File: src/rtl/ptc_pkg.sv
// ----------------------------------------------------------------------------
// ptc_pkg
// Shared types, codes and helpers for the pressure/temperature compensation.
// ----------------------------------------------------------------------------
package ptc_pkg;

	typedef struct packed {
		logic        cmd;
		logic [19:0] adc_raw;
	} in_item_t;

	typedef struct packed {
		logic        kind;
		logic [31:0] temp_centi;
		logic [31:0] pressure_pa;
		logic        div_zero;
	} out_item_t;

	localparam logic [1:0] REG_TEMP_CAL = 2'd0;
	localparam logic [1:0] REG_PRES_A   = 2'd1;
	localparam logic [1:0] REG_PRES_B   = 2'd2;
	localparam logic [1:0] REG_PRES_C   = 2'd3;

	localparam logic CMD_TEMP = 1'b0;
	localparam logic CMD_PRES = 1'b1;

	// Datapath micro-operations
	typedef enum logic [4:0] {
		OP_LOAD,
		OP_T_A, OP_T_B, OP_T_C, OP_T_D, OP_T_E,
		OP_P_A, OP_P_B, OP_P_C, OP_P_D, OP_P_E, OP_P_F, OP_P_G, OP_P_H,
		OP_P_I, OP_P_J, OP_P_K, OP_P_L, OP_P_M, OP_P_N, OP_P_O,
		OP_NONE
	} op_t;

	typedef enum logic [2:0] {
		ST_IDLE,
		ST_TEMP,
		ST_PRES,
		ST_DIV,
		ST_POST,
		ST_OUT
	} state_t;

	typedef struct packed {
		op_t  op;
		logic div_start;
		logic out_load;
	} dp_cmd_t;

	typedef struct packed {
		logic div_busy;
		logic v1_zero;
	} dp_status_t;

	function automatic logic [31:0] sx16(input logic [15:0] v);
		return {{16{v[15]}}, v};
	endfunction

	function automatic logic [31:0] asr(input logic [31:0] v, input int s);
		return 32'($signed(v) >>> s);
	endfunction

endpackage

File: src/rtl/ptc_div.sv
// ----------------------------------------------------------------------------
// ptc_div
// Radix-2 restoring unsigned 32-bit divider, one quotient bit per cycle.
// ----------------------------------------------------------------------------
module ptc_div (
	input  logic        clk,
	input  logic        arst_n,
	input  logic        start,
	input  logic [31:0] dividend,
	input  logic [31:0] divisor,
	output logic        busy,
	output logic [31:0] quotient
);
	logic [31:0] rem_q, quo_q, dsr_q;
	logic [5:0]  cnt_q;
	logic [32:0] trial;

	assign trial    = {rem_q, quo_q[31]} - {1'b0, dsr_q};
	assign busy     = (cnt_q != 6'd0);
	assign quotient = quo_q;

	always_ff @(posedge clk or negedge arst_n) begin
		if (!arst_n) begin
			cnt_q <= '0;
		end else if (start) begin
			cnt_q <= 6'd32;
		end else if (busy) begin
			cnt_q <= cnt_q - 6'd1;
		end
	end

	always_ff @(posedge clk) begin
		if (start) begin
			rem_q <= '0;
			quo_q <= dividend;
			dsr_q <= divisor;
		end else if (busy) begin
			if (!trial[32]) begin
				rem_q <= trial[31:0];
				quo_q <= {quo_q[30:0], 1'b1};
			end else begin
				rem_q <= {rem_q[30:0], quo_q[31]};
				quo_q <= {quo_q[30:0], 1'b0};
			end
		end
	end

	assert property (@(posedge clk) disable iff (!arst_n)
		!(start && busy)) else $error("divider restarted while busy");

	assert property (@(posedge clk) disable iff (!arst_n)
		start |=> busy) else $error("divider did not start");

	assert property (@(posedge clk) disable iff (!arst_n)
		cnt_q <= 6'd32) else $error("divider count out of range");
endmodule

File: src/rtl/ptc_datapath.sv
// ----------------------------------------------------------------------------
// ptc_datapath
// Calibration registers, fine temperature, one shared multiplier per step.
// ----------------------------------------------------------------------------
module ptc_datapath (
	input  logic               clk,
	input  logic               arst_n,
	input  logic               cfg_valid,
	input  logic [1:0]         cfg_index,
	input  logic [63:0]        cfg_data,
	input  ptc_pkg::in_item_t  item,
	input  ptc_pkg::dp_cmd_t   ctl,
	output ptc_pkg::dp_status_t sts,
	output ptc_pkg::out_item_t result
);
	import ptc_pkg::*;

	logic [47:0] tcal_q;
	logic [63:0] pa_q, pb_q;
	logic [15:0] pc_q;
	logic [31:0] fine_q;
	logic        cmd_q, dz_q;
	logic [19:0] adc_q;
	logic [31:0] a_q, b_q, c_q, d_q, e_q;
	logic [31:0] ma, mb, prod;
	out_item_t   res_q;

	logic [31:0] t1, t2, t3, p1, p2, p3, p4, p5, p6, p7, p8, p9;
	logic [31:0] div_q;
	logic        div_busy;
	logic [31:0] dvd;
	logic [31:0] pq;

	assign t1 = {16'd0, tcal_q[15:0]};
	assign t2 = sx16(tcal_q[31:16]);
	assign t3 = sx16(tcal_q[47:32]);
	assign p1 = {16'd0, pa_q[15:0]};
	assign p2 = sx16(pa_q[31:16]);
	assign p3 = sx16(pa_q[47:32]);
	assign p4 = sx16(pa_q[63:48]);
	assign p5 = sx16(pb_q[15:0]);
	assign p6 = sx16(pb_q[31:16]);
	assign p7 = sx16(pb_q[47:32]);
	assign p8 = sx16(pb_q[63:48]);
	assign p9 = sx16(pc_q);

	always_ff @(posedge clk or negedge arst_n) begin
		if (!arst_n) begin
			tcal_q <= '0;
			pa_q   <= '0;
			pb_q   <= '0;
			pc_q   <= '0;
			fine_q <= '0;
		end else begin
			if (cfg_valid) begin
				unique case (cfg_index)
					REG_TEMP_CAL: tcal_q <= cfg_data[47:0];
					REG_PRES_A:   pa_q   <= cfg_data;
					REG_PRES_B:   pb_q   <= cfg_data;
					REG_PRES_C:   pc_q   <= cfg_data[15:0];
					default: ;
				endcase
			end
			if (ctl.op == OP_T_E) fine_q <= a_q + c_q;
		end
	end

	assign pq = e_q[31] ? {div_q[30:0], 1'b0} : div_q;

	// Multiplier operand selection per step
	always_comb begin
		ma = '0;
		mb = '0;
		case (ctl.op)
			OP_T_A: begin ma = {15'd0, adc_q[19:3]} - {t1[30:0], 1'b0}; mb = t2; end
			OP_T_B: begin ma = {16'd0, adc_q[19:4]} - t1; mb = ma; end
			OP_T_C: begin ma = asr(b_q, 12); mb = t3; end
			OP_T_E: begin ma = a_q + c_q; mb = 32'd5; end
			OP_P_B: begin ma = asr(a_q, 2); mb = ma; end
			OP_P_C: begin ma = asr(b_q, 11); mb = p6; end
			OP_P_D: begin ma = a_q; mb = p5; end
			OP_P_E: begin ma = p3; mb = asr(b_q, 13); end
			OP_P_F: begin ma = p2; mb = a_q; end
			OP_P_G: begin ma = 32'd32768 + asr(asr(d_q, 3) + asr(e_q, 1), 18); mb = p1; end
			OP_P_H: begin ma = (32'd1048576 - {12'd0, adc_q}) - asr(c_q, 12);
				mb = 32'd3125; end
			OP_P_K: begin ma = {3'd0, pq[31:3]}; mb = ma; end
			OP_P_L: begin ma = p9; mb = {13'd0, b_q[31:13]}; end
			OP_P_M: begin ma = {2'd0, pq[31:2]}; mb = p8; end
			default: ;
		endcase
	end

	assign prod = ma * mb;
	assign dvd  = b_q[31] ? b_q : {b_q[30:0], 1'b0};

	ptc_div u_div (
		.clk      (clk),
		.arst_n   (arst_n),
		.start    (ctl.div_start),
		.dividend (dvd),
		.divisor  (d_q),
		.busy     (div_busy),
		.quotient (div_q)
	);

	always_ff @(posedge clk) begin
		case (ctl.op)
			OP_LOAD: begin cmd_q <= item.cmd; adc_q <= item.adc_raw; end
			OP_T_A:  a_q <= asr(prod, 11);
			OP_T_B:  b_q <= prod;
			OP_T_C:  c_q <= asr(prod, 14);
			OP_T_E:  d_q <= asr(prod + 32'd128, 8);
			OP_P_A:  a_q <= asr(fine_q, 1) - 32'd64000;
			OP_P_B:  b_q <= prod;
			OP_P_C:  c_q <= prod;
			OP_P_D:  c_q <= asr(c_q + {prod[30:0], 1'b0}, 2) + {p4[15:0], 16'd0};
			OP_P_E:  d_q <= prod;
			OP_P_F:  e_q <= prod;
			OP_P_G:  begin d_q <= asr(prod, 15); dz_q <= (asr(prod, 15) == 32'd0); end
			OP_P_H:  begin b_q <= prod; e_q <= {prod[31], 31'd0}; end
			OP_P_K:  b_q <= prod;
			OP_P_L:  b_q <= asr(prod, 12);
			OP_P_M:  a_q <= asr(prod, 13);
			OP_P_N:  a_q <= pq + asr(b_q + a_q + p7, 4);
			OP_P_I:  e_q <= e_q;
			OP_P_J:  begin e_q <= e_q; b_q <= pq; end
			default: ;
		endcase
		if (ctl.op == OP_P_J) begin
			a_q <= pq;
		end
	end

	// Register the result beat
	always_ff @(posedge clk) begin
		if (ctl.out_load) begin
			res_q.kind        <= cmd_q;
			res_q.temp_centi  <= (cmd_q == CMD_TEMP) ? d_q : 32'd0;
			res_q.pressure_pa <= (cmd_q == CMD_PRES && !dz_q) ? a_q : 32'd0;
			res_q.div_zero    <= (cmd_q == CMD_PRES) && dz_q;
		end
	end

	assign result       = res_q;
	assign sts.div_busy = div_busy;
	assign sts.v1_zero  = dz_q;
endmodule

File: src/rtl/ptc_ctrl.sv
// ----------------------------------------------------------------------------
// ptc_ctrl
// Sequencer: steps the datapath, waits on the divider, drives handshakes.
// ----------------------------------------------------------------------------
module ptc_ctrl (
	input  logic                clk,
	input  logic                arst_n,
	input  logic                in_valid,
	input  logic                in_cmd,
	output logic                in_stall,
	input  logic                out_stall,
	output logic                out_valid,
	input  ptc_pkg::dp_status_t sts,
	output ptc_pkg::dp_cmd_t    ctl
);
	import ptc_pkg::*;

	state_t state_q, state_d;
	op_t    op_q, op_d;
	logic   ov_q, ov_d;

	always_ff @(posedge clk or negedge arst_n) begin
		if (!arst_n) begin
			state_q <= ST_IDLE;
			op_q    <= OP_NONE;
			ov_q    <= 1'b0;
		end else begin
			state_q <= state_d;
			op_q    <= op_d;
			ov_q    <= ov_d;
		end
	end

	assign in_stall  = (state_q != ST_IDLE);
	assign out_valid = ov_q;

	always_comb begin
		state_d       = state_q;
		op_d          = op_q;
		ov_d          = ov_q && out_stall;
		ctl.op        = OP_NONE;
		ctl.div_start = 1'b0;
		ctl.out_load  = 1'b0;
		unique case (state_q)
			ST_IDLE: begin
				if (in_valid && !in_stall) begin
					ctl.op  = OP_LOAD;
					state_d = (in_cmd == CMD_TEMP) ? ST_TEMP : ST_PRES;
					op_d    = (in_cmd == CMD_TEMP) ? OP_T_A : OP_P_A;
				end
			end
			ST_TEMP: begin
				ctl.op = op_q;
				unique case (op_q)
					OP_T_A: op_d = OP_T_B;
					OP_T_B: op_d = OP_T_C;
					OP_T_C: op_d = OP_T_E;
					default: state_d = ST_OUT;
				endcase
			end
			ST_PRES: begin
				ctl.op = op_q;
				unique case (op_q)
					OP_P_A: op_d = OP_P_B;
					OP_P_B: op_d = OP_P_C;
					OP_P_C: op_d = OP_P_D;
					OP_P_D: op_d = OP_P_E;
					OP_P_E: op_d = OP_P_F;
					OP_P_F: op_d = OP_P_G;
					OP_P_G: op_d = OP_P_H;
					default: begin
						state_d = ST_DIV;
						op_d    = OP_P_I;
					end
				endcase
			end
			ST_DIV: begin
				if (sts.v1_zero) begin
					state_d = ST_OUT;
				end else if (op_q == OP_P_I) begin
					ctl.div_start = 1'b1;
					op_d          = OP_NONE;
				end else if (!sts.div_busy) begin
					state_d = ST_POST;
					op_d    = OP_P_J;
				end
			end
			ST_POST: begin
				ctl.op = op_q;
				unique case (op_q)
					OP_P_J: op_d = OP_P_K;
					OP_P_K: op_d = OP_P_L;
					OP_P_L: op_d = OP_P_M;
					OP_P_M: op_d = OP_P_N;
					default: state_d = ST_OUT;
				endcase
			end
			ST_OUT: begin
				if (!(ov_q && out_stall)) begin
					ctl.out_load = 1'b1;
					ov_d         = 1'b1;
					state_d      = ST_IDLE;
				end
			end
			default: state_d = ST_IDLE;
		endcase
	end

	property p_load_idle;
		@(posedge clk) disable iff (!arst_n) ctl.out_load |-> state_q == ST_OUT;
	endproperty
	assert property (p_load_idle) else $error("result loaded outside output step");

	assert property (@(posedge clk) disable iff (!arst_n)
		ctl.div_start |=> sts.div_busy) else $error("divider did not start");

	assert property (@(posedge clk) disable iff (!arst_n)
		(ov_q && out_stall) |=> ov_q) else $error("stalled result dropped");
endmodule

File: src/rtl/pressure_temperature_compensation.sv
// ----------------------------------------------------------------------------
// pressure_temperature_compensation
// 32-bit integer temperature and pressure compensation for a barometric sensor.
//
//  channel   direction  handshake         beat
//  in        in         in_valid/stall    ptc_pkg::in_item_t
//  out       out        out_valid/stall   ptc_pkg::out_item_t
//  cfg       in         cfg_valid/ready   index, 64-bit data
//
//  Temperature item: runs the temperature steps, then the output step.
//  Pressure item: runs the pressure steps, the serial divider and the
//  post-divide steps; a zero divisor skips the divide and the post steps.
//  One item at a time; the input stalls until the result is registered,
//  and a result still stalled at the output holds the next one back.
//  Reset clears the calibration registers and fine temperature.
// ----------------------------------------------------------------------------
module pressure_temperature_compensation (
	input  logic               clk,
	input  logic               arst_n,
	input  logic               in_valid,
	output logic               in_stall,
	input  ptc_pkg::in_item_t  in_data,
	output logic               out_valid,
	input  logic               out_stall,
	output ptc_pkg::out_item_t out_data,
	input  logic               cfg_valid,
	output logic               cfg_ready,
	input  logic [1:0]         cfg_index,
	input  logic [63:0]        cfg_data
);
	import ptc_pkg::*;

	dp_cmd_t    ctl;
	dp_status_t sts;

	assign cfg_ready = 1'b1;

	ptc_ctrl u_ctrl (
		.clk       (clk),
		.arst_n    (arst_n),
		.in_valid  (in_valid),
		.in_cmd    (in_data.cmd),
		.in_stall  (in_stall),
		.out_stall (out_stall),
		.out_valid (out_valid),
		.sts       (sts),
		.ctl       (ctl)
	);

	ptc_datapath u_dp (
		.clk       (clk),
		.arst_n    (arst_n),
		.cfg_valid (cfg_valid && cfg_ready),
		.cfg_index (cfg_index),
		.cfg_data  (cfg_data),
		.item      (in_data),
		.ctl       (ctl),
		.sts       (sts),
		.result    (out_data)
	);
endmodule
File: config.mk
export PLATFORM = sky130hd
export DESIGN_NAME = pressure_temperature_compensation
export DESIGN_NICKNAME = d
export VERILOG_FILES = /design/src/rtl/ptc_pkg.sv /design/src/rtl/ptc_div.sv /design/src/rtl/ptc_datapath.sv /design/src/rtl/ptc_ctrl.sv /design/src/rtl/pressure_temperature_compensation.sv
export SDC_FILE = /design/constraint.sdc
export NUM_CORES = 2
export LEC_CHECK = 0
export ABC_CLOCK_PERIOD_IN_PS = 13700
export BUFFER_PORTS_ARGS = -buffer_cell sky130_fd_sc_hd__buf_2
export CAP_MARGIN = 20
export CORE_MARGIN = 1.5
export CORE_UTILIZATION = 59
export DETAILED_ROUTE_END_ITERATION = 12
export PLACE_DENSITY = 0.82
export SETUP_SLACK_MARGIN = 0.05
export SLEW_MARGIN = 0
export SYNTH_ARGS = -nofsm -noshare
export SYNTH_HDL_FRONTEND = slang
export SYNTH_HIERARCHICAL = 1
export SYNTH_SLANG_ARGS = --single-unit
File: constraint.sdc
create_clock -name clk -period 13.7 [get_ports clk]
set_clock_uncertainty 0.05 [all_clocks]
set_input_delay 2.055 -clock clk [delete_from_list [all_inputs] [get_ports clk]]
set_output_delay 2.055 -clock clk [all_outputs]
set_load 0.05 [all_outputs]
# After elaboration in Yosys (flattened, before gate mapping)
# Cells that the tools add are included.
[word_totals]
ff_bits = 583
latch_bits = 0
mem_bits_rw = 0
rom_bits = 0
input_bits = 92
output_inout_bits = 69
wordCells = 165
mem_count = 0
[op_classes]
addsub = 16
n_mul = 1
div_mod_pow = 0
n_lt_le_gt_ge = 0
n_eq_ne = 51
shift = 0
n_mux = 43
bitwise_logic = 0
reduce_logical = 30
[op_table]
columns = ["cell", "count"]
rows = [
  ["case mux 32 bit (14 select lines)", 2],
  ["case mux 32 bit (3 select lines)", 3],
  ["adder 32 bit", 6],
  ["2-to-1 mux 32 bit", 6],
  ["case mux 32 bit (4 select lines)", 1],
  ["equality test 5 x 4 -> 1 bit, second input constant", 14],
  ["case mux 32 bit (2 select lines)", 1],
  ["equality test 5 bit, second input constant", 7],
  ["subtractor 33 x 32 -> 33 bit", 1],
  ["adder 29 x 31 -> 32 bit", 1],
  ["adder 32 x 8 -> 32 bit, second input constant", 1],
  ["zero test 32 bit", 1],
  ["multiplier 32 x 32 -> 32 bit", 1],
  ["subtractor 31 x 17 -> 32 bit, second input constant", 1],
  ["subtractor 32 bit", 1],
  ["case mux 4 bit (7 select lines)", 1],
  ["2-to-1 mux 3 bit", 9],
  ["equality test 5 x 3 -> 1 bit, second input constant", 5],
  ["2-to-1 mux 5 bit", 5],
  ["case mux 5 bit (5 select lines)", 1],
  ["subtractor 21 x 20 -> 22 bit, first input constant", 1],
  ["equality test 5 x 2 -> 1 bit, second input constant", 4],
  ["case mux 5 bit (4 select lines)", 1],
  ["adder 17 x 14 -> 18 bit, first input constant", 1],
  ["36 further kinds", 66],
]

# Logic depth before layout (Yosys ltp)
[depth]
ltp_word = 11
mapped_depth = 69
mapped_depth_nobuf = 63

# Hierarchy
# The synthesis kept the hierarchy.
[modules_own_cells]
columns = ["mod", "n_inst", "cells_per_inst", "area_per_inst_um2", "seq_area_each_um2"]
rows = [
  ["ptc_datapath", 1, 5289, 49397.4, 12997.5],
  ["ptc_div", 1, 592, 5853.1, 2712.6],
  ["ptc_ctrl", 1, 131, 1017.2, 229.0],
  ["pressure_temperature_compensation", 1, 2, 11.3, 0.0],
]

# Worst setup path before layout
# Ideal clock, no wire load.
[synth_timing]
path_type = "input to register"
from = "in in_valid"
to = "reg u_dp.c_q[30] (data pin)"
setup_ns = 0.259
arrival_ns = 14.446
required_ns = 13.391
path_slack_ns = -1.055
cell_stages = 62
n_path_buf = 6
cell_sequence = "nor2b_1 a21oi_1 o22ai_1 a21oi_1 nand2b_1 buf_4 nor2_1 clkbuf_1 clkbuf_1 clkbuf_1 clkbuf_1 a21oi_1 nand3_1 a2111oi_0 clkbuf_1 nor2_1 fa_1 inv_1 [... 26 more ...] nor3_1 xnor2_1 ha_1 nor2b_1 o21ai_0 a21boi_0 o21ai_0 a21boi_0 o21ai_0 a21boi_0 o21ai_0 a21boi_0 o21ai_0 nand2b_1 a21o_1 a21oi_1 xnor2_1 a211o_1"
[synth_lines]
columns = ["element", "line", "source"]
rows = [
  ["start: declaration", "pressure_temperature_compensation.sv:20", "input logic in_valid,"],
  ["end signal: assignment", "ptc_datapath.sv:112", "OP_T_C: c_q <= asr(prod, 14);"],
  ["end signal: assignment", "ptc_datapath.sv:116", "OP_P_C: c_q <= prod;"],
  ["end signal: assignment", "ptc_datapath.sv:117", "OP_P_D: c_q <= asr(c_q + {prod[30:0], 1'b0}, 2) + {p4[15:0], 16'd0};"],
  ["end: declaration", "ptc_datapath.sv:24", "logic [31:0] a_q, b_q, c_q, d_q, e_q;"],
]

==> impl_metrics.csv <==
group,metric,value,unit
critical_path,rr_worst_depth,55,
clock_tree,clock-root-buffer,"clkbuf_16",
critical_path,crit_buf_inv,16,
detailed_routing,drt_iter0_drc,7630,
global_routing,antenna_found_initial,18,
min_path,holdPathStages,0,
synth,ys_seq_elements,581,
critical_path,max_stage_delay,510,ps
layout,final_core_util,0.716,
placement,pre_cts_ws,-1330,ps
detailed_routing,wl_per_cell,31.7,microns
clock_tree,clk_transition_reported_paths,60,ps
detailed_routing,vias,54300,
timing,rsz0062_at_grt,"yes",
global_routing,grt_use_met1,0.631,
timing,hold_viol,0,
placement,place.gp.congestion,1.13,
global_routing,grt_max_degree,123,
critical_path,crit_family,"adder cells",
clock_tree,clock_tree.buffer_depth,3,
synth,ys_seq_area_frac,0.283,
clock_tree,cts_max_level,3,
run,drv_cap,0,
synth,ys.flop_type,"edfxtp_1",
global_routing,gr-max-usage-layer,"met2",
status,violations,"negative setup slack",
floorplanning,start_util,0.594,
floorplanning,coreArea,0.0947,sq mm
synth,synthDistinctLibCells,114,
timing,fmax,71.3,MHz
synth,synth_area,0.0563,sq mm
detailed_routing,drtPass1Iterations,10,
global_routing,met2_usage,0.742,
critical_path,end_kind,"flip-flop",
synth,synth.top_cell.area_share,0.166,
timing,finalSetupViolCount,5,
min_path,hp-class,"flip-flop to flip-flop",
clock_tree,cts_tree,"yes",
synth,synth_enable_flop_cells,311,
floorplanning,row_count,113,
synth,synth_top_cell_by_area,"edfxtp_1",
clock_tree,clock_latency,680,ps
critical_path,setup.worst_path.start_class,"primary input",
timing,maxSlewViolCount,0,
global_routing,overflow,0,
global_routing,first_global_vias,54100,
timing,min_period,14030,ps
layout,drive_above_1_share,0.240,
floorplanning,die_area,0.0973,sq mm
critical_path,path_max_fanout,13,
status,status,"complete, but fails checks",
synth,synth_warnings,6,
detailed_routing,via_per_inst,6.71,
floorplanning,dieHeight,312,microns
global_routing,grt_util_met3,0.212,
synth,syn-num-nets,6914,
synth,syn_inst,6014,
global_routing,grt_use_total,0.521,
timing,max-slew-margin-rel,0.193,
critical_path,crit_type,"primary input to flip-flop",
timing,tightest_slew,1210,ps
clock_tree,cts-buffers-inserted,70,
critical_path,required,14030,ps
timing,period_share,1.02,
synth,synth_area_per_cell,9.36,sq um
placement,port_buffers,159,
floorplanning,die_w,312,microns
global_routing,grt_pass1_wl,366,mm
critical_path,crit_arrival,14360,ps
detailed_routing,ant_nets,0,
clock_tree,cts_num_sinks,581,
detailed_routing,drc,0,
critical_path,crit_path_top_delay_cell,"fa_1",
timing,whs,408,ps
floorplanning,ios,161,
detailed_routing,wirelength,256,mm
layout,area_growth,20.5,%
layout,fill_cells,6899,
clock_tree,postCtsHoldBufs,0,
critical_path,path_depth,55,
placement,dp_hpwl,200,mm
synth,yosys-top-cells-area,"edfxtp_1 17%, fa_1 16%, dfrtp_1 10%",
layout,nets,7651,
synth,async_reset_ff_frac,0.410,
timing,layout_setup_ws,-331,ps
through the flow:
stage / TNS [ps] / instances / cell area, sq um
after floorplan: 0 / 6014 / 56500
after global placement: -7140 / 7873 / 63700
after detailed placement: -11530 / 7873 / 63700
after CTS: 0 / 8043 / 66900
after global routing: -1970 / 8077 / 67800
final: -1130 / 8085 / 67800
cell usage in the layout, fill, tap and decap left out, types with 35 or more instances in the layout:
| cell type | netlist | routed |
|---|---|---|
| ha_1 | 363 | 338 |
| nand4_1 | 44 | 44 |
| or3_1 | 40 | 35 |
| a21o_1 | 93 | 93 |
| o221ai_1 | 56 | 56 |
| o211ai_1 | 48 | 48 |
| inv_1 | 705 | 688 |
| a22oi_1 | 97 | 95 |
| a21oi_1 | 270 | 246 |
| clkbuf_16 | 0 | 71 |
| nor3_1 | 80 | 67 |
| nand2b_1 | 61 | 55 |
| nor2b_1 | 80 | 77 |
| mux2_2 | 254 | 254 |
| xnor2_1 | 201 | 192 |
| and2_1 | 91 | 87 |
| a211oi_1 | 50 | 40 |
| dfrtp_1 | 235 | 235 |
| xor2_1 | 82 | 79 |
| nand3_1 | 99 | 96 |
| mux2i_1 | 41 | 41 |
| fa_1 | 445 | 442 |
| nor2_1 | 474 | 454 |
| nand2_1 | 618 | 610 |
| o21a_1 | 42 | 41 |
| buf_4 | 7 | 747 |
| buf_2 | 35 | 157 |
| edfxtp_1 | 311 | 311 |
| o21ai_0 | 232 | 206 |
worst paths after layout:
path	startpoint	to	slack (ps)
setup / recovery	in_valid	u_dp/c_q[31]	-330
hold / removal	u_dp/d_q[1]	u_dp/u_div/dsr_q[1]	410
setup reg to reg	u_dp/adc_q[3]	u_dp/c_q[31]	-40
hold reg to reg	u_dp/d_q[1]	u_dp/u_div/dsr_q[1]	410
max in group asynchronous	arst_n	u_ctrl/op_q[1]	9880
min in group asynchronous	arst_n	u_dp/pa_q[62]	1460
metal layers:
| metal | wire [microns] | vias up |
|---|---|---|
| li1 | - | 22400 |
| met5 | 159 | - |
| met4 | 24900 | 12 |
| met2 | 105000 | 4342 |
| met1 | 88800 | 26300 |
| met3 | 37900 | 1308 |
cells in the mapped netlist (all sizes together) (52+ instances only):
cell    count
a211oi     52
a21o       93
a21oi     274
a22oi      97
and2       91
buf        67
clkbuf    227
dfrtp     235
edfxtp    311
fa        445
ha        363
inv       706
mux2      259
nand2     620
nand2b     61
nand3     100
nor2      475
nor2b      80
nor3       82
o21ai     241
o221ai     58
xnor2     201
xor2       82
area by class of cell:
class / count / area, sq um / area share
sequential: 581 / 15900 / 0.235
antenna: 11 / 27.5 / 0.000406
timing repair buffer: 959 / 7300 / 0.108
multi-input combinational: 4429 / 37900 / 0.559
clock buffer: 94 / 1950 / 0.0288
clock inverter: 36 / 420 / 0.00620
tap: 1265 / 1580 / 0.0233
inverter: 710 / 2680 / 0.0395
kinds of logic (layout without fill, tap and decap cells):
logic type	count (synthesis)	count (layout)	share of synthesized area
other	1	12	0.0000666
flip-flops	581	581	0.283
AO/OA/AOI/OAI	1255	1255	0.154
adder cells (fa/ha/maj)	808	808	0.239
XOR/XNOR	291	291	0.0473
AND/OR/NAND/NOR	1773	1773	0.148
multiplexers	301	301	0.0597
buffers and inverters	1004	1799	0.0689
sequential cells by signal, indices dropped and copies added, names as in the netlist, 48 cells and up:
| name | count |
|---|---|
| u_dp/pa_q | 64 |
| u_dp/pb_q | 64 |
| u_dp/result | 66 |
| u_dp/tcal_q | 48 |
timing repair:
| item | CTS | global route |
|---|---|---|
| buffers inserted | 40 | 34 |
| pin swaps | 50 | 103 |
| gates resized for setup | 118 | 145 |
| setup endpoints to repair | 8 | 20 |
Power is not shown: default switching activity piles up to over one toggle a cycle in this logic, so the estimate is an artifact.
